File: src/sv/bif_pkg.sv
// Shared types, codes and constants of the bilateral filter.
// No dependencies.
package bif_pkg;

  localparam int MAX_RADIUS = 3;
  localparam int LINES      = 2 * MAX_RADIUS + 1;
  localparam int TAPS       = LINES * LINES;
  localparam int MAX_WIDTH  = 2048;
  localparam int MAX_HEIGHT = 4096;
  localparam int LS_DEPTH   = LINES * MAX_WIDTH;
  localparam int LS_AW      = 14;
  localparam int NUM_W      = 30;
  localparam int DEN_W      = 22;
  localparam int CFG_W      = 13;

  localparam logic [1:0] OP_PIXEL   = 2'd0;
  localparam logic [1:0] OP_FLUSH   = 2'd1;
  localparam logic [1:0] OP_RANGE   = 2'd2;
  localparam logic [1:0] OP_SPATIAL = 2'd3;

  localparam logic [1:0] CFG_RADIUS = 2'd0;
  localparam logic [1:0] CFG_WIDTH  = 2'd1;
  localparam logic [1:0] CFG_HEIGHT = 2'd2;

  typedef enum logic [2:0] {
    ST_IDLE, ST_CENTRE, ST_CAPT, ST_TAPS, ST_DRAIN, ST_DIV, ST_OUT
  } bif_state_e;

  typedef struct packed {
    logic [1:0]  opcode;
    logic [7:0]  pixel_value;
    logic [7:0]  table_index;
    logic [15:0] weight_value;
  } bif_in_t;

  typedef struct packed {
    logic [7:0]  filtered_pixel;
    logic [11:0] out_row;
    logic [10:0] out_col;
    logic        frame_end;
  } bif_out_t;

  typedef struct packed {
    logic take;
    logic centre_rd;
    logic centre_cap;
    logic tap_issue;
    logic div_start;
    logic div_step;
    logic out_load;
  } bif_cmd_t;

  typedef struct packed {
    logic emit_req;
    logic last_tap;
    logic pipe_busy;
    logic div_last;
    logic out_free;
  } bif_stat_t;

  // v stays below 21
  function automatic logic [2:0] mod7(input logic [4:0] v);
    logic [4:0] r;
    r = v;
    if (r >= 5'd14) begin
      r = r - 5'd14;
    end else if (r >= 5'd7) begin
      r = r - 5'd7;
    end
    return r[2:0];
  endfunction

endpackage

File: src/sv/bif_ctrl.sv
// Sequencer of the bilateral filter: item intake, tap sweep, divide, result.
// Uses bif_pkg.
module bif_ctrl (
  input  logic                clk_i,
  input  logic                rst_ni,
  input  logic                in_valid_i,
  input  bif_pkg::bif_stat_t  stat_i,
  output bif_pkg::bif_cmd_t   cmd_o,
  output logic                in_stall_o
);

  bif_pkg::bif_state_e state_q, state_d;

  always_ff @(posedge clk_i or negedge rst_ni) begin
    if (!rst_ni) begin
      state_q <= bif_pkg::ST_IDLE;
    end else begin
      state_q <= state_d;
    end
  end

  always_comb begin
    state_d    = state_q;
    cmd_o      = '0;
    in_stall_o = 1'b1;
    case (state_q)
      bif_pkg::ST_IDLE: begin
        in_stall_o = 1'b0;
        cmd_o.take = in_valid_i;
        if (in_valid_i && stat_i.emit_req) begin
          state_d = bif_pkg::ST_CENTRE;
        end
      end
      bif_pkg::ST_CENTRE: begin
        cmd_o.centre_rd = 1'b1;
        state_d         = bif_pkg::ST_CAPT;
      end
      bif_pkg::ST_CAPT: begin
        cmd_o.centre_cap = 1'b1;
        state_d          = bif_pkg::ST_TAPS;
      end
      bif_pkg::ST_TAPS: begin
        cmd_o.tap_issue = 1'b1;
        if (stat_i.last_tap) begin
          state_d = bif_pkg::ST_DRAIN;
        end
      end
      bif_pkg::ST_DRAIN: begin
        if (!stat_i.pipe_busy) begin
          cmd_o.div_start = 1'b1;
          state_d         = bif_pkg::ST_DIV;
        end
      end
      bif_pkg::ST_DIV: begin
        cmd_o.div_step = 1'b1;
        if (stat_i.div_last) begin
          state_d = bif_pkg::ST_OUT;
        end
      end
      bif_pkg::ST_OUT: begin
        if (stat_i.out_free) begin
          cmd_o.out_load = 1'b1;
          state_d        = bif_pkg::ST_IDLE;
        end
      end
      default: begin
        state_d = bif_pkg::ST_IDLE;
      end
    endcase
  end

endmodule

File: config.mk
export PLATFORM = sky130hd
export DESIGN_NAME = bif_ctrl
export DESIGN_NICKNAME = d
export VERILOG_FILES = /design/src/sv/bif_pkg.sv /design/src/sv/bif_ctrl.sv
export SDC_FILE = /design/constraint.sdc
export NUM_CORES = 1
export LEC_CHECK = 0
export BUFFER_PORTS_ARGS = -buffer_cell sky130_fd_sc_hd__buf_2
export CORE_AREA = 2 2 39 41
export DETAILED_ROUTE_END_ITERATION = 10
export DIE_AREA = 0 0 41 43
export GPL_TIMING_DRIVEN = 0
export SLEW_MARGIN = 40
export SYNTH_ARGS = -nofsm -noshare
export SYNTH_HDL_FRONTEND = slang
export SYNTH_SLANG_ARGS = --single-unit
File: constraint.sdc
create_clock -name clk_i -period 2.1 [get_ports clk_i]
set_input_delay 0.105 -clock clk_i [delete_from_list [all_inputs] [get_ports clk_i]]
set_output_delay 0.105 -clock clk_i [all_outputs]
set_load 0.01 [all_outputs]
==> results.py <==
metrics = {
    "run_status": {
        "outcome": "complete, no violations",
    },
    "power_and_ir_drop": {
        "power.density_mw_per_mm2": 1390,
        "ir_worst_vdd_mv": 0.493,
        "p_leak_nw": 0.198,
        "fin_total_pwr_mw": 0.521,
    },
    "clock_network": {
        "cts_resized": 0,
        "cts_buffers": 3,
        "cts_sinks": 3,
        "cts-hold-fix-buffers": 1,
        "clk_path_buf_depth": 2,
        "cts_root_buf": "clkbuf_4",
        "htree_levels": 1,
        "clkLatencyLatePin_ns": 0.23,
        "path_clk_slew_ns": 0.04,
        "cts_tree": "yes",
        "cts_setup_buffers": 0,
    },
    "global_route": {
        "antenna_found_initial": 0,
        "grt_pass1_vias": 264,
        "grt_pass1_wl_um": 972,
        "grtUsageTotal": 0.0806,
        "overflow": 0,
        "grt_start_max_net_pins": 11,
    },
    "synthesis": {
        "syn_area_per_cell_um2": 8.09,
        "synth_seq_cells": 3,
        "ys_seq_area_frac": 0.309,
        "synth_flop_cell": "dfrtp_1",
        "ys_async_sr_fraction": 1.00,
        "syn_nets": 38,
        "synth_commonest_cells": "o21ai_0 (4), dfrtp_1 (3), nor2_1 (3)",
        "synth_top_area_share": 0.309,
        "synthCells": 30,
        "yosysUniqueCellTypes": 20,
        "syn_area_um2": 243,
        "ys_warn_count": 0,
        "synth_edf_count": 0,
        "yosysTopAreaCell": "dfrtp_1",
        "synth_most_common_cell": "o21ai_0",
        "synth.area.top_cells": "dfrtp_1 (31%), o21ai_0 (8.2%), nor3b_1 (6.2%)",
    },
    "critical_path": {
        "crit_arrival_ns": 1.30,
        "setup.worst_path.end_class": "output port",
        "cp_slowest_cell": "dfrtp_1",
        "crit_family": "simple AND/OR/NAND/NOR gates",
        "worstSetupPathType": "reg -> out",
        "path_cells": "buf_2 > or3_4 > nor2_2 > buf_2",
        "max_stage_delay_ns": 0.36,
        "worst-path-buf-inv": 2,
        "r2r-start": "state_q[1]$_DFFE_PN0P_",
        "cp_max_fo": 10,
        "cp.required_ns": 2.00,
        "start_kind": "flop",
        "crit_start": "state_q[2]$_DFFE_PN0P_",
        "cp_common_cell": "buf_2",
    },
    "drt": {
        "drt_iter0_drc": 2,
        "wirelength_um": 587,
        "dr.pass1.iters": 2,
        "num_vias": 278,
        "wl_per_cell_um": 8.89,
        "vias_per_cell": 4.21,
        "drtAntennaViolNets": 0,
        "drc": 0,
    },
    "floorplan": {
        "start_util": 0.175,
        "core_area_mm2": 0.00138,
        "die_h_um": 43,
        "dieArea_mm2": 0.00176,
        "die_x_um": 41,
        "num_rows": 14,
        "io_pins": 16,
    },
    "finish": {
        "top_register": "state_q",
        "reg_top3": "state_q (3)",
        "n_antenna_cell": 0,
        "nNetsFinal": 59,
        "largest_reg_flops": 3,
        "drive_gt1_frac": 0.460,
        "syn_to_final_growth_pct": 54.1,
    },
    "timing": {
        "slew_viol_final": 0,
        "worstMarginPinSlew_ns": 0.193,
        "fmax_mhz": 713,
        "final-setup-viol-count": 0,
        "fin_ws_ns": 0.698,
        "rsz0062_at_grt": "no",
        "tns_ns": 0,
        "min_period_over_period": 0.668,
        "relSlewSlack": 0.870,
        "finClkSkew_ns": 0.000547,
        "fin_crit_ns": 1.40,
        "hold_violations": 0,
    },
    "placement": {
        "hpwl_um": 452,
        "gp_congestion": 0.773,
        "portBuffers": 15,
        "detailedPlace.worstSlack_ns": 0.936,
    },
    "min_path": {
        "hp-class": "in -> reg",
        "min_from": "stat_i[3]",
    },
    "flow_run": {
        "max_cap_viol_count": 0,
    },
}
cells by family (layout without fill, tap and decap cells):
group	Yosys count	count (layout)	synth area share
and+or+nand+nor	13	13	0.325
AOI/OAI and AO/OA	8	8	0.196
buffers and inverters	5	25	0.129
DFF	3	3	0.309
muxes	1	1	0.0412
through the flow:
| stage | cell area (µm²) | hold WS (ns) | cells | utilization |
|---|---|---|---|---|
| finish | 374 | 0.134 | 66 | 0.270 |
| floorplan | 243 | -0.191 | 30 | - |
| global placement | 338 | -0.0990 | 61 | 0.244 |
| detailed placement | 338 | -0.0985 | 61 | 0.244 |
| CTS | 374 | 0.124 | 66 | 0.270 |
| global route | 374 | 0.136 | 66 | 0.270 |
final cells by class:
type	count	area, µm²
Sequential cell	3	75.1
Clock buffer	4	26.3
Timing Repair Buffer	16	85.1
Tap cell	16	20.0
Multi-Input combinational cell	22	136
Fill cell	162	1010
Inverter	2	7.51
Buffer	3	23.8
path summary, 6_finish.rpt:
| path | to | slack [ns] | depth (start not counted) |
|---|---|---|---|
| worst max-delay path | cmd_o[6] | 0.70 | 4 |
| worst min-delay path | state_q[2]$_DFFE_PN0P_ | 0.13 | 2 |
| worst max register to register | state_q[0]$_DFFE_PN0P_ | 1.01 | 4 |
| worst min register to register | state_q[0]$_DFFE_PN0P_ | 0.56 | 2 |
| max in group asynchronous | state_q[2]$_DFFE_PN0P_ | 1.79 | 2 |
| min in group asynchronous | state_q[0]$_DFFE_PN0P_ | 0.20 | 2 |
power breakdown:
part	total (mW)	internal (mW)	leakage [nW]	switching (mW)
clock network	0.102	0.0713	0.0150	0.0310
registers	0.0974	0.0861	0.0366	0.0113
logic	0.322	0.153	0.146	0.168
routing by layer:
layer  vias to the layer above  share of wire  global-route usage
met3                         0          0.070              0.0157
met5                         -              0                   0
met4                         0              0              0.0600
met2                        10           0.49               0.106
li1                        142              -                   -
met1                       126           0.44               0.110
layout by cell type, fill, tap and decap left out:
| master | synthesis | layout |
|---|---|---|
| a22o_1 | 1 | 1 |
| nand3_1 | 1 | 1 |
| a211o_1 | 1 | 1 |
| buf_6 | 1 | 1 |
| o21ai_0 | 4 | 4 |
| buf_4 | 1 | 1 |
| nor2_2 | 1 | 1 |
| a21oi_1 | 2 | 2 |
| buf_2 | 1 | 16 |
| inv_1 | 2 | 2 |
| and2b_1 | 1 | 1 |
| nand2_1 | 1 | 1 |
| clkbuf_4 | 0 | 3 |
| dlygate4sd3_1 | 0 | 1 |
| or3_4 | 1 | 1 |
| and3_1 | 1 | 1 |
| dfrtp_1 | 3 | 3 |
| mux2i_1 | 1 | 1 |
| nor3b_1 | 2 | 2 |
| nor4_1 | 1 | 1 |
| nor2_1 | 3 | 3 |
| nand2b_1 | 1 | 1 |
| clkbuf_1 | 0 | 1 |
(Power assumes the default switching activity.)
